--- src/design/sabs_pkg.sv ---
// Shared types and constants for the sorted array binary search unit.
// Holds operation, status and register codes, the controller state type and
// the command and status bundles between the controller and the datapath.
package sabs_pkg;

  localparam int CFG_IDX_W = 4;
  localparam int CFG_DATA_W = 7;
  localparam int CAP_W = 7;
  localparam int MODE_W = 2;
  localparam int OP_W = 3;
  localparam int STATUS_W = 3;
  localparam int POS_W = 6;
  localparam int SLOT_W = 6;
  localparam int PRED_W = 7;
  localparam int IO_KEY_W = 32;
  localparam int ECOUNT_W = 7;

  localparam logic [CAP_W-1:0] CAP_RESET = 7'd64;

  typedef enum logic [CFG_IDX_W-1:0] {
    REG_CAPACITY = 4'd0,
    REG_MODE     = 4'd1
  } reg_idx_t;

  typedef enum logic [OP_W-1:0] {
    OP_FIND       = 3'd0,
    OP_INSERT     = 3'd1,
    OP_REMOVE_KEY = 3'd2,
    OP_REMOVE_IDX = 3'd3,
    OP_GET        = 3'd4
  } op_t;

  typedef enum logic [STATUS_W-1:0] {
    ST_DONE      = 3'd0,
    ST_PRESENT   = 3'd1,
    ST_NOT_FOUND = 3'd2,
    ST_FULL      = 3'd3,
    ST_RANGE     = 3'd4
  } status_t;

  typedef enum logic [3:0] {
    S_IDLE,
    S_DISPATCH,
    S_SRCH_RD,
    S_SRCH_CMP,
    S_SRCH_END,
    S_FETCH,
    S_MV_RD,
    S_MV_WR,
    S_RESULT
  } state_t;

  typedef struct packed {
    logic load;
    logic rd_mid;
    logic srch_step;
    logic rd_pos;
    logic fetch;
    logic mv_init;
    logic rd_src;
    logic wr_move;
    logic mv_finish;
    logic emit;
  } ctl_cmd_t;

  typedef struct packed {
    op_t  op;
    logic full;
    logic oob;
    logic found;
    logic srch_more;
    logic cmp_eq;
    logic move_more;
    logic out_free;
  } dp_stat_t;

endpackage

--- src/design/sabs_ram.sv ---
// Generic single-write, single-read RAM with a registered read port.
// Stands alone; used for the entry store of the sorted array unit.
module sabs_ram #(
  parameter int WIDTH = 32,
  parameter int DEPTH = 64
) (
  input  logic                     clk,
  input  logic                     we,
  input  logic [$clog2(DEPTH)-1:0] waddr,
  input  logic [WIDTH-1:0]         wdata,
  input  logic                     re,
  input  logic [$clog2(DEPTH)-1:0] raddr,
  output logic [WIDTH-1:0]         rdata
);

  logic [WIDTH-1:0] mem_r [DEPTH];
  logic [WIDTH-1:0] rdata_r;

  always_ff @(posedge clk) begin
    if (we) begin
      mem_r[waddr] <= wdata;
    end
    if (re) begin
      rdata_r <= mem_r[raddr];
    end
  end

  assign rdata = rdata_r;

endmodule

--- src/design/sabs_ctrl.sv ---
// Controller state machine of the sorted array unit.
// Depends on sabs_pkg for the state type and the command and status bundles.
module sabs_ctrl
  import sabs_pkg::*;
(
  input  logic     clk,
  input  logic     rst_n,
  input  logic     in_valid,
  output logic     in_ready,
  input  dp_stat_t stat,
  output ctl_cmd_t cmd
);

  state_t state_r;
  state_t state_nxt;

  always_ff @(posedge clk) begin
    if (!rst_n) begin
      state_r <= S_IDLE;
    end else begin
      state_r <= state_nxt;
    end
  end

  always_comb begin
    state_nxt = state_r;
    cmd = '0;
    in_ready = 1'b0;
    unique case (state_r)
      S_IDLE: begin
        in_ready = 1'b1;
        if (in_valid) begin
          cmd.load = 1'b1;
          state_nxt = S_DISPATCH;
        end
      end
      S_DISPATCH: begin
        case (stat.op) inside
          OP_FIND, OP_REMOVE_KEY: begin
            state_nxt = S_SRCH_RD;
          end
          OP_INSERT: begin
            state_nxt = stat.full ? S_RESULT : S_SRCH_RD;
          end
          OP_REMOVE_IDX, OP_GET: begin
            if (stat.oob) begin
              state_nxt = S_RESULT;
            end else begin
              cmd.rd_pos = 1'b1;
              state_nxt = S_FETCH;
            end
          end
          default: begin
            state_nxt = S_RESULT;
          end
        endcase
      end
      S_SRCH_RD: begin
        if (stat.srch_more) begin
          cmd.rd_mid = 1'b1;
          state_nxt = S_SRCH_CMP;
        end else begin
          state_nxt = S_SRCH_END;
        end
      end
      S_SRCH_CMP: begin
        cmd.srch_step = 1'b1;
        state_nxt = stat.cmp_eq ? S_SRCH_END : S_SRCH_RD;
      end
      S_SRCH_END: begin
        if ((stat.op == OP_INSERT && !stat.found) ||
            (stat.op == OP_REMOVE_KEY && stat.found)) begin
          cmd.mv_init = 1'b1;
          state_nxt = S_MV_RD;
        end else begin
          state_nxt = S_RESULT;
        end
      end
      S_FETCH: begin
        cmd.fetch = 1'b1;
        if (stat.op == OP_REMOVE_IDX) begin
          cmd.mv_init = 1'b1;
          state_nxt = S_MV_RD;
        end else begin
          state_nxt = S_RESULT;
        end
      end
      S_MV_RD: begin
        if (stat.move_more) begin
          cmd.rd_src = 1'b1;
          state_nxt = S_MV_WR;
        end else begin
          cmd.mv_finish = 1'b1;
          state_nxt = S_RESULT;
        end
      end
      S_MV_WR: begin
        cmd.wr_move = 1'b1;
        state_nxt = S_MV_RD;
      end
      S_RESULT: begin
        if (stat.out_free) begin
          cmd.emit = 1'b1;
          state_nxt = S_IDLE;
        end
      end
      default: begin
        state_nxt = S_IDLE;
      end
    endcase
  end

endmodule

--- src/design/sabs_dp.sv ---
// Datapath of the sorted array unit: configuration, search window, shift
// pointer, entry memory and output register. Depends on sabs_pkg and sabs_ram.
module sabs_dp
  import sabs_pkg::*;
#(
  parameter int DEPTH = 64,
  parameter int KEY_WIDTH = 32
) (
  input  logic                  clk,
  input  logic                  rst_n,
  input  logic [OP_W-1:0]       in_operation,
  input  logic [IO_KEY_W-1:0]   in_key,
  input  logic [POS_W-1:0]      in_position,
  output logic                  out_valid,
  input  logic                  out_ready,
  output logic [STATUS_W-1:0]   out_status,
  output logic [SLOT_W-1:0]     out_slot,
  output logic signed [PRED_W-1:0] out_predecessor,
  output logic [IO_KEY_W-1:0]   out_key_out,
  output logic [ECOUNT_W-1:0]   out_entry_count,
  input  logic                  cfg_valid,
  output logic                  cfg_ready,
  input  logic [CFG_IDX_W-1:0]  cfg_index,
  input  logic [CFG_DATA_W-1:0] cfg_data,
  input  ctl_cmd_t              cmd,
  output dp_stat_t              stat
);

  localparam int AW = $clog2(DEPTH);
  localparam int CW = $clog2(DEPTH + 1);
  localparam int PXW = (CW > POS_W) ? CW : POS_W;
  localparam int LW = (CW > CAP_W) ? CW : CAP_W;

  logic [CAP_W-1:0]     cap_r;
  logic [MODE_W-1:0]    mode_r;
  logic [CW-1:0]        count_r;
  logic [CW-1:0]        lo_r;
  logic [CW-1:0]        hi1_r;
  logic [CW-1:0]        pre1_r;
  logic [AW-1:0]        mid_r;
  logic [AW-1:0]        d_r;
  op_t                  op_r;
  logic [KEY_WIDTH-1:0] key_r;
  logic [POS_W-1:0]     pos_r;
  logic                 full_r;
  logic                 oob_r;
  logic                 found_r;
  logic [KEY_WIDTH-1:0] key_out_r;
  logic                 out_valid_r;
  status_t              out_status_r;
  logic [SLOT_W-1:0]    out_slot_r;
  logic [PRED_W-1:0]    out_pred_r;
  logic [IO_KEY_W-1:0]  out_key_r;
  logic [ECOUNT_W-1:0]  out_count_r;

  logic [CW:0]          mid_sum;
  logic [AW-1:0]        mid_c;
  logic [AW-1:0]        src_idx;
  logic                 is_insert;
  logic [LW-1:0]        limit;
  logic                 full_c;
  logic                 oob_c;
  logic [KEY_WIDTH-1:0] rdata;
  logic [KEY_WIDTH-1:0] a_ord;
  logic [KEY_WIDTH-1:0] b_ord;
  logic                 cmp_eq;
  logic                 cmp_lt;
  logic                 cmp_less;
  logic                 rd_en;
  logic [AW-1:0]        rd_addr;
  logic                 wr_en;
  logic [AW-1:0]        wr_addr;
  logic [KEY_WIDTH-1:0] wr_data;
  status_t              res_status;
  logic [SLOT_W-1:0]    res_slot;
  logic [PRED_W-1:0]    res_pred;
  logic [IO_KEY_W-1:0]  res_key;

  assign cfg_ready = 1'b1;
  assign is_insert = (op_r == OP_INSERT);

  assign mid_sum = {1'b0, lo_r} + {1'b0, hi1_r} - (CW + 1)'(1);
  assign mid_c = mid_sum[AW:1];
  assign src_idx = is_insert ? (d_r - AW'(1)) : (d_r + AW'(1));

  assign limit = (LW'(cap_r) < LW'(DEPTH)) ? LW'(cap_r) : LW'(DEPTH);
  assign full_c = LW'(count_r) >= limit;
  assign oob_c = PXW'(in_position) >= PXW'(count_r);

  // Ordering: sign flip for signed keys, then swap the sense for descending.
  assign a_ord = rdata ^ {mode_r[0], {(KEY_WIDTH - 1){1'b0}}};
  assign b_ord = key_r ^ {mode_r[0], {(KEY_WIDTH - 1){1'b0}}};
  assign cmp_eq = (a_ord == b_ord);
  assign cmp_lt = (a_ord < b_ord);
  assign cmp_less = mode_r[1] ? (!cmp_lt && !cmp_eq) : cmp_lt;

  assign stat.op = op_r;
  assign stat.full = full_r;
  assign stat.oob = oob_r;
  assign stat.found = found_r;
  assign stat.srch_more = (lo_r < hi1_r);
  assign stat.cmp_eq = cmp_eq;
  assign stat.move_more = is_insert ? (CW'(d_r) > pre1_r)
                                    : ((CW'(d_r) + CW'(1)) < count_r);
  assign stat.out_free = !out_valid_r || out_ready;

  always_comb begin
    rd_en = cmd.rd_mid | cmd.rd_pos | cmd.rd_src;
    rd_addr = src_idx;
    if (cmd.rd_mid) begin
      rd_addr = mid_c;
    end else if (cmd.rd_pos) begin
      rd_addr = AW'(pos_r);
    end
    wr_en = cmd.wr_move | (cmd.mv_finish & is_insert);
    wr_addr = d_r;
    wr_data = rdata;
    if (cmd.mv_finish) begin
      wr_addr = AW'(pre1_r);
      wr_data = key_r;
    end
  end

  sabs_ram #(
    .WIDTH(KEY_WIDTH),
    .DEPTH(DEPTH)
  ) u_ram (
    .clk  (clk),
    .we   (wr_en),
    .waddr(wr_addr),
    .wdata(wr_data),
    .re   (rd_en),
    .raddr(rd_addr),
    .rdata(rdata)
  );

  always_ff @(posedge clk) begin
    if (!rst_n) begin
      cap_r <= CAP_RESET;
      mode_r <= '0;
      count_r <= '0;
      lo_r <= '0;
      hi1_r <= '0;
      out_valid_r <= 1'b0;
    end else begin
      if (cfg_valid) begin
        unique case (reg_idx_t'(cfg_index))
          REG_CAPACITY: cap_r <= cfg_data[CAP_W-1:0];
          REG_MODE:     mode_r <= cfg_data[MODE_W-1:0];
          default: ;
        endcase
      end
      if (cmd.load) begin
        lo_r <= '0;
        hi1_r <= count_r;
      end else if (cmd.srch_step && !cmp_eq) begin
        if (cmp_less) begin
          lo_r <= CW'(mid_r) + CW'(1);
        end else begin
          hi1_r <= CW'(mid_r);
        end
      end
      if (cmd.mv_finish) begin
        count_r <= is_insert ? (count_r + CW'(1)) : (count_r - CW'(1));
      end
      if (cmd.emit) begin
        out_valid_r <= 1'b1;
      end else if (out_ready) begin
        out_valid_r <= 1'b0;
      end
    end
  end

  always_ff @(posedge clk) begin
    if (cmd.load) begin
      op_r <= op_t'(in_operation);
      key_r <= KEY_WIDTH'(in_key);
      pos_r <= in_position;
      full_r <= full_c;
      oob_r <= oob_c;
      found_r <= 1'b0;
      pre1_r <= '0;
    end else if (cmd.srch_step) begin
      if (cmp_eq) begin
        found_r <= 1'b1;
        pre1_r <= CW'(mid_r);
      end else if (cmp_less) begin
        pre1_r <= CW'(mid_r) + CW'(1);
      end
    end
    if (cmd.rd_mid) begin
      mid_r <= mid_c;
    end
    if ((cmd.srch_step && cmp_eq) || cmd.fetch) begin
      key_out_r <= rdata;
    end
    if (cmd.mv_init) begin
      if (is_insert) begin
        d_r <= AW'(count_r);
      end else if (op_r == OP_REMOVE_KEY) begin
        d_r <= mid_r;
      end else begin
        d_r <= AW'(pos_r);
      end
    end else if (cmd.wr_move) begin
      d_r <= src_idx;
    end
    if (cmd.emit) begin
      out_status_r <= res_status;
      out_slot_r <= res_slot;
      out_pred_r <= res_pred;
      out_key_r <= res_key;
      out_count_r <= ECOUNT_W'(count_r);
    end
  end

  always_comb begin
    res_status = ST_DONE;
    res_slot = '0;
    res_pred = '0;
    res_key = '0;
    case (op_r) inside
      OP_FIND: begin
        res_pred = PRED_W'(pre1_r) - PRED_W'(1);
        if (found_r) begin
          res_slot = SLOT_W'(mid_r);
        end else begin
          res_status = ST_NOT_FOUND;
        end
      end
      OP_INSERT: begin
        if (full_r) begin
          res_status = ST_FULL;
        end else if (found_r) begin
          res_status = ST_PRESENT;
          res_slot = SLOT_W'(mid_r);
        end else begin
          res_slot = SLOT_W'(pre1_r);
        end
      end
      OP_REMOVE_KEY: begin
        if (found_r) begin
          res_slot = SLOT_W'(mid_r);
          res_key = IO_KEY_W'(key_out_r);
        end else begin
          res_status = ST_NOT_FOUND;
        end
      end
      OP_REMOVE_IDX, OP_GET: begin
        if (oob_r) begin
          res_status = ST_RANGE;
        end else begin
          res_slot = SLOT_W'(pos_r);
          res_key = IO_KEY_W'(key_out_r);
        end
      end
      default: begin
        res_status = ST_DONE;
      end
    endcase
  end

  assign out_valid = out_valid_r;
  assign out_status = out_status_r;
  assign out_slot = out_slot_r;
  assign out_predecessor = out_pred_r;
  assign out_key_out = out_key_r;
  assign out_entry_count = out_count_r;

  // The table never holds more entries than the memory is deep.
  a_count_bound: assert property (@(posedge clk) disable iff (!rst_n)
    count_r <= CW'(DEPTH))
    else $error("entry count exceeds memory depth");

  // The search window never inverts.
  a_window: assert property (@(posedge clk) disable iff (!rst_n)
    lo_r <= hi1_r)
    else $error("search window inverted");

  // An insert that finishes its shift adds exactly one entry.
  a_insert_count: assert property (@(posedge clk) disable iff (!rst_n)
    (cmd.mv_finish && op_r == OP_INSERT) |=> count_r == $past(count_r) + CW'(1))
    else $error("insert did not add one entry");

  // A removal that finishes its shift drops exactly one entry.
  a_remove_count: assert property (@(posedge clk) disable iff (!rst_n)
    (cmd.mv_finish && op_r != OP_INSERT) |=> count_r == $past(count_r) - CW'(1))
    else $error("removal did not drop one entry");

endmodule

--- src/design/sorted_array_binary_search_unit.sv ---
// Top level of the sorted array unit: joins the controller and the datapath.
// Depends on sabs_pkg, sabs_ctrl and sabs_dp.
//
// The unit keeps up to min(capacity_limit, DEPTH) distinct keys sorted in a
// single-port-read memory and serves one operation at a time. Every access to
// a stored key goes through the one registered read port, which sets the cost.
// A find makes at most ceil(log2(count + 1)) binary search probes, each a
// read of the memory and then a compare. An insert or a removal shifts the
// entries behind its slot one at a time, each a read and then a write. A get
// reads one entry; an out-of-range request, a refused insert or an unused
// operation code reads none.
// Configuration writes are accepted every cycle and are meant to be issued
// only while the unit is idle. The entry memory needs no clearing after reset;
// only entries below the count are ever read.
module sorted_array_binary_search_unit
  import sabs_pkg::*;
#(
  parameter int DEPTH = 64,
  parameter int KEY_WIDTH = 32
) (
  input  logic                     clk,
  input  logic                     rst_n,
  input  logic                     in_valid,
  output logic                     in_ready,
  input  logic [OP_W-1:0]          in_operation,
  input  logic [IO_KEY_W-1:0]      in_key,
  input  logic [POS_W-1:0]         in_position,
  output logic                     out_valid,
  input  logic                     out_ready,
  output logic [STATUS_W-1:0]      out_status,
  output logic [SLOT_W-1:0]        out_slot,
  output logic signed [PRED_W-1:0] out_predecessor,
  output logic [IO_KEY_W-1:0]      out_key_out,
  output logic [ECOUNT_W-1:0]      out_entry_count,
  input  logic                     cfg_valid,
  output logic                     cfg_ready,
  input  logic [CFG_IDX_W-1:0]     cfg_index,
  input  logic [CFG_DATA_W-1:0]    cfg_data
);

  ctl_cmd_t cmd;
  dp_stat_t stat;

  sabs_ctrl u_ctrl (
    .clk     (clk),
    .rst_n   (rst_n),
    .in_valid(in_valid),
    .in_ready(in_ready),
    .stat    (stat),
    .cmd     (cmd)
  );

  sabs_dp #(
    .DEPTH    (DEPTH),
    .KEY_WIDTH(KEY_WIDTH)
  ) u_dp (
    .clk            (clk),
    .rst_n          (rst_n),
    .in_operation   (in_operation),
    .in_key         (in_key),
    .in_position    (in_position),
    .out_valid      (out_valid),
    .out_ready      (out_ready),
    .out_status     (out_status),
    .out_slot       (out_slot),
    .out_predecessor(out_predecessor),
    .out_key_out    (out_key_out),
    .out_entry_count(out_entry_count),
    .cfg_valid      (cfg_valid),
    .cfg_ready      (cfg_ready),
    .cfg_index      (cfg_index),
    .cfg_data       (cfg_data),
    .cmd            (cmd),
    .stat           (stat)
  );

endmodule

--- config.mk ---
export PLATFORM = sky130hd
export DESIGN_NAME = sorted_array_binary_search_unit
export DESIGN_NICKNAME = d
export VERILOG_FILES = /design/src/design/sabs_pkg.sv /design/src/design/sabs_ram.sv /design/src/design/sabs_ctrl.sv /design/src/design/sabs_dp.sv /design/src/design/sorted_array_binary_search_unit.sv
export SDC_FILE = /design/constraint.sdc
export NUM_CORES = 2
export LEC_CHECK = 0
export ABC_CLOCK_PERIOD_IN_PS = 18400
export BUFFER_PORTS_ARGS = -buffer_cell sky130_fd_sc_hd__buf_2
export CAP_MARGIN = 40
export CORE_MARGIN = 1.5
export CORE_UTILIZATION = 65
export DETAILED_ROUTE_END_ITERATION = 12
export HOLD_SLACK_MARGIN = 0.06
export PLACE_DENSITY = 0.79
export SLEW_MARGIN = 20
export SYNTH_ARGS = -nofsm -noshare
export SYNTH_HDL_FRONTEND = slang
export SYNTH_HIERARCHICAL = 1
export SYNTH_SLANG_ARGS = --single-unit
--- constraint.sdc ---
create_clock -name clk -period 18.4 [get_ports clk]
set_clock_uncertainty 0.05 [all_clocks]
set_input_delay 3.68 -clock clk [delete_from_list [all_inputs] [get_ports clk]]
set_output_delay 3.68 -clock clk [all_outputs]
set_load 0.01 [all_outputs]
# Word-level counts from Yosys, hierarchy flattened
# Memories as Yosys holds them, arrays and structs flattened. A register that Yosys moved wholly into a read port is not among the register bits.
# Index checks and enable logic that the tools add are counted.
dict set report totals {
  register_bits 185
  mem_bits_rw 2048
  inputBits 57
  out_inout_bits 58
  word_cells 170
  mem_count 1
}
dict set report classes {
  add_sub_neg 9
  order_cmp 7
  eq_ne 17
  muxes 77
  bitwise_logic 7
  n_reduce_logical 30
}
# name words width read_ports rd_ports_with_merged_regs wr line_no
set mem_list {}
lappend mem_list {u_dp.u_ram.mem_r 64 32 1 1 1 sabs_ram.sv:16} ;# logic [WIDTH-1:0] mem_r [DEPTH];
# op count
set op_table {}
lappend op_table {{two-way mux 32 bit} 5}
lappend op_table {{two-way mux 6 bit} 16}
lappend op_table {{XOR 32 bit} 2}
lappend op_table {{two-way mux 7 bit} 7}
lappend op_table {{two-way mux 4 bit} 10}
lappend op_table {{case mux 4 bit (9 select lines)} 1}
lappend op_table {{equality test 32 bit} 1}
lappend op_table {{less-than comparator 32 bit} 1}
lappend op_table {{two-way mux 1 bit} 28}
lappend op_table {{two-way mux 3 bit} 8}
lappend op_table {{subtractor 7 x 1 -> 7 bit, second input constant} 3}
lappend op_table {{equality test 4 x 3 -> 1 bit, second input constant} 4}
lappend op_table {{adder 6 x 1 -> 7 bit, second input constant} 2}
lappend op_table {{less-than comparator 7 bit} 2}
lappend op_table {{AND reduction 2 bit} 7}
lappend op_table {{equality test 4 x 1 -> 1 bit, second input constant} 2}
lappend op_table {{equality test 4 x 2 -> 1 bit, second input constant} 2}
lappend op_table {{logical NOT 4 bit} 2}
lappend op_table {{nonzero test 2 bit} 4}
lappend op_table {{OR reduction 2 bit} 4}
lappend op_table {{adder 7 x 1 -> 7 bit, second input constant} 1}
lappend op_table {{adder 7 bit} 1}
lappend op_table {{greater-or-equal comparator 6 x 7 -> 1 bit} 1}
lappend op_table {{greater-or-equal comparator 7 bit} 1}
lappend op_table {{other kinds (18)} 32}

# Logic depth before layout (Yosys ltp)
dict set report depth {
  depth_word 9
  depth_mapped 22
  depth_no_buf 17
}

# Modules after synthesis
# The synthesis kept the hierarchy.
# module n_inst cells_each area_each_um2 seq_area_each_um2
set modules_own_cells {}
lappend modules_own_cells {sabs_ram 1 3324 78833.1 62459.9}
lappend modules_own_cells {sabs_dp 1 851 9745.6 5044.8}
lappend modules_own_cells {sabs_ctrl 1 64 449.2 80.1}

# Least setup slack after synthesis
# OpenSTA, ideal clock, no wires.
dict set report synth_path {
  path_kind {flip-flop to flip-flop}
  startpoint {register u_dp.d_r[0]}
  endpoint {memory u_dp.u_ram.mem_r[49][0] (enable)}
  setup_time_ps 461
  t_arrival_ps 5685
  t_required_ps 17889
  path_slack_ps 12204
  stages_incl_launch_ff 18
  n_path_buf 3
  period_less_slack_ps 6196
  path_cell_list {edfxtp_1 > ha_1 > ha_1 > a21boi_0 > o21a_1 > o21a_1 > o21ai_0 > a21oi_1 > or3_1 > o41ai_1 > nor4_1 > clkbuf_1 > clkbuf_1 > mux2_2 > clkbuf_1 > nor2b_1 > nand4_1 > nor3_1}
}
# element line_no
set synth_rtl {}
lappend synth_rtl {{from (decl)} sabs_dp.sv:41} ;# logic [AW-1:0] d_r;
lappend synth_rtl {{from (signal assigned)} sabs_dp.sv:199} ;# d_r <= AW'(count_r);
lappend synth_rtl {{from (signal assigned)} sabs_dp.sv:201} ;# d_r <= mid_r;
lappend synth_rtl {{from (signal assigned)} sabs_dp.sv:203} ;# d_r <= AW'(pos_r);
lappend synth_rtl {{to (decl)} sabs_ram.sv:16}

==> out/metrics.csv <==
stage,metric,value,unit
die,core.rowCount,135,
power,leakage,31.9,nW
cells_and_area,final_cell_mix,"edfxtp_1, mux4_2, clkbuf_16",
placement,port_buffers,113,
die,pin_count,115,
die,start_util,65.6,%
cells_and_area,final_common_cell,edfxtp_1,
global_route,overflow,0,
routing,route.detailed.drc,0,
placement,gp_congestion,0.865,
synth,synth_nets,4384,
min_path,worstHoldPathCells,2,
routing,vias_per_cell,7.21,
outcome,status,completed,
sta,setup_violations,0,
flow_run,cap_violations,0,
placement,dp_hpwl,122000,um
die,die_w,373,um
global_route,track_usage,34.5,%
power,peakVddDrop,0.000114,V
cells_and_area,drive_above_1_share,26.6,%
global_route,grt_start_max_net_pins,117,
clock_network,cts_resized,0,
die,coreArea,0.136,mm2
min_path,min_to,u_dp/hi1_r[2]$_SDFFE_PN0P_,
routing,num_vias,46538,
power,total_power,11.8,mW
clock_network,numCtsBuffers,209,
cells_and_area,syn_to_final_growth,11.7,%
clock_network,cts_sinks,2265,
min_path,hp-start,u_dp/hi1_r[2]$_SDFFE_PN0P_,
cells_and_area,area.sequential,0.0676,mm2
clock_network,cts_hold_repair.buffers,0,
setup_path,crit-reg2reg-capture,u_dp/u_ram/rdata[19]$_DFFE_PP_,
clock_network,clk_latency,0.87,ns
routing,avgRoutedWirePerCell,36.6,um
cells_and_area,n_fill_cell,7085,
global_route,grt_pass1_vias,46585,
setup_path,start_kind,register,
routing,drtIter0Drc,7775,
routing,ant_nets,0,
synth,async_flop_share,0,%
clock_network,clkTransAtPathRegs,0.06,ns
setup_path,worst-path-max-fanout,115,
clock_network,clockBufferDepth,3,
setup_path,reg2reg_from,u_dp/lo_r[1]$_SDFFE_PP0P_,
clock_network,post-cts-setup-buffer-count,0,
sta,max_freq,0.145,GHz
power,powerDensity,118,mW/mm2
synth,postSynthCellCount,4239,
routing,wl,236000,um
setup_path,cp.required,18.94,ns
synth,synth-edff-count,2222,
sta,finalSetupTns,0,ns
sta,hold_violations,0,
setup_path,r2r_slack,11.51,ns
sta,worstMarginPinSlew,1.03,ns
cells_and_area,antenna_cells,0,
sta,relSlewSlack,31.4,%
sta,finalCriticalPeriod,6.89,ns
clock_network,root_buffer,clkbuf_16,
sta,finalMaxSlewViolations,0,
global_route,grt_pass1_wl,336000,um
sta,timing.final.crit_share,37.5,%
die,dieHeight,373,um
placement,dpl.cell_count,6063,
cells_and_area,fin_cells,6458,
synth,synthFlopType,edfxtp_1,
global_route,grt_antenna_before_repair,16,
setup_path,critPathCaptureType,register,
cells_and_area,nets,4653,
routing,dr.pass1.iters,6,
synth,yosys_warnings,6,
cells_and_area,multiInputGateArea,0.0206,mm2
synth,avgSynthCellArea,21.0,um2
clock_network,htreeDepth,4,
synth,ys_seq_elements,2265,
setup_path,arrival,7.44,ns
synth,synth.distinct_cells,81,
setup_path,crit_type,register to register,
die,die_area,0.139,mm2
clock_network,cts_tree,yes,
synth,synth.yosys.seq_area_share,75.9,%
setup_path,reg2reg_depth,21,
sta,rsz0062_at_grt,false,
min_path,holdCritPathClass,register to register,
synth,syn_area,0.0890,mm2
==> stage by stage <==
stage | util, % | worst slack (ns) | hold slack, ns | area, um2
2_1_floorplan | - | 12.20 | 0.376 | 89000
3_3_place_gp | 68.1 | 11.11 | 0.390 | 92400
3_5_place_dp | 68.3 | 11.11 | 0.402 | 92600
4_1_cts | 73.2 | 11.01 | 0.411 | 99200
5_1_grt | 73.3 | 10.92 | 0.435 | 99500
6_report | 73.3 | 11.51 | 0.409 | 99500
==> logic make-up after synthesis <==
family | Yosys count | share of synthesized area (%)
adders and majority gates | 88 | 1.26
and+or+nand+nor | 462 | 2.53
buffers and inverters | 312 | 1.59
xor gates and xnor gates | 36 | 0.354
muxes | 690 | 15.5
AOI/OAI and AO/OA | 385 | 2.89
other | 1 | 0.00421
DFF | 2265 | 75.9
==> critical path, cell delays in order (launching register included) <==
cell	delay (ns)
dfxtp_1	0.36
inv_1	0.06
ha_1	0.27
inv_1	0.06
a21o_1	0.16
a21oi_1	0.16
o21bai_1	0.08
a21oi_1	0.15
o21bai_1	0.08
a21oi_1	0.23
nor4b_2	0.23
buf_4	0.32
mux2_8	0.29
buf_16	0.39
buf_4	0.27
buf_16	0.29
buf_12	0.63
buf_12	0.72
mux4_2	0.61
mux4_2	0.58
o22ai_1	0.22
nor2_1	0.10
==> power breakdown <==
part | leakage (nW) | switching [mW] | internal, mW | total, mW
Combinational | 8.29 | 1.10 | 0.583 | 1.69
Clock | 3.23 | 1.91 | 2.35 | 4.26
Sequential | 20.4 | 0.0499 | 5.78 | 5.83
Total | 31.9 | 3.06 | 8.71 | 11.8
==> state kept, by name, indices dropped and copies added, names as in the netlist, 4 cells and up <==
| signal | cells |
|---|---|
| u_dp/out_slot | 6 |
| u_dp/u_ram/rdata | 32 |
| u_dp/key_out_r | 32 |
| u_ctrl/state_r | 4 |
| u_dp/hi1_r | 7 |
| u_dp/key_r | 32 |
| u_dp/count_r | 7 |
| u_dp/mid_r | 6 |
| u_dp/d_r | 6 |
| u_dp/u_ram/mem_r | 2048 |
| u_dp/pos_r | 6 |
| u_dp/out_entry_count | 7 |
| u_dp/cap_r | 7 |
| u_dp/out_predecessor | 7 |
| u_dp/lo_r | 7 |
| u_dp/pre1_r | 7 |
| u_dp/out_key_out | 32 |
==> Yosys cell counts, drive strengths merged (7+ instances only) <==
library cell  instances  area (um2)
and2                 40         253
nand3b                7        52.6
nor2                185         697
nand3                22         110
a31oi                 9        62.6
xor2                  7        61.3
dfxtp                43         861
o21ai                33         169
nand2b               22         138
mux2i               110        1100
buf                 114         676
or2                   8        52.6
nor3                 15        75.1
nand2                82         308
or3                   8        50.1
mux2                 36         405
o221ai               32         280
and3                  7        43.8
a311oi               13         114
a21o                 22         165
ha                   85        1060
inv                  92         345
nor2b                29         181
nand4                17         125
a21oi               117         586
edfxtp             2222       66700
mux4                544       12300
o211ai                9        81.3
a22oi                12        90.1
xnor2                29         254
o22ai                86         544
clkbuf              106         398
==> layout make-up <==
cell class                 instances  share of cell area, %
clock inverter                   117                   1.15
tap                             1781                   2.24
inverter                          92                  0.347
clock buffer                     263                   5.51
sequential                      2265                   67.9
multi-input combinational       1662                   20.7
timing repair buffer             278                   2.10
==> routing by layer <==
layer	vias to the layer above	wire [um]	global-route usage (%)
met5	-	88	0
met4	12	11900	15.9
met3	639	33900	9.56
met2	3948	111000	52.9
met1	23842	78900	46.8
li1	18097	-	-
==> worst max path at each step <==
stage	startpoint	endpoint	slack (ns)	depth (start not counted)
6_report	u_dp/lo_r[1]$_SDFFE_PP0P_	u_dp/u_ram/rdata[19]$_DFFE_PP_	11.51	21
5_1_grt	u_dp/lo_r[1]$_SDFFE_PP0P_	u_dp/u_ram/rdata[19]$_DFFE_PP_	10.92	21
4_1_cts	u_dp/lo_r[1]$_SDFFE_PP0P_	u_dp/u_ram/rdata[19]$_DFFE_PP_	11.01	19
3_5_place_dp	u_dp/lo_r[1]$_SDFFE_PP0P_	u_dp/u_ram/rdata[22]$_DFFE_PP_	11.11	19
3_3_place_gp	u_dp/lo_r[1]$_SDFFE_PP0P_	u_dp/u_ram/rdata[22]$_DFFE_PP_	11.11	19
2_1_floorplan	u_dp/d_r[0]$_DFFE_PP_	u_dp/u_ram/mem_r[49][0]$_DFFE_PP_	12.20	17
Power figures use the tool's default switching activity.
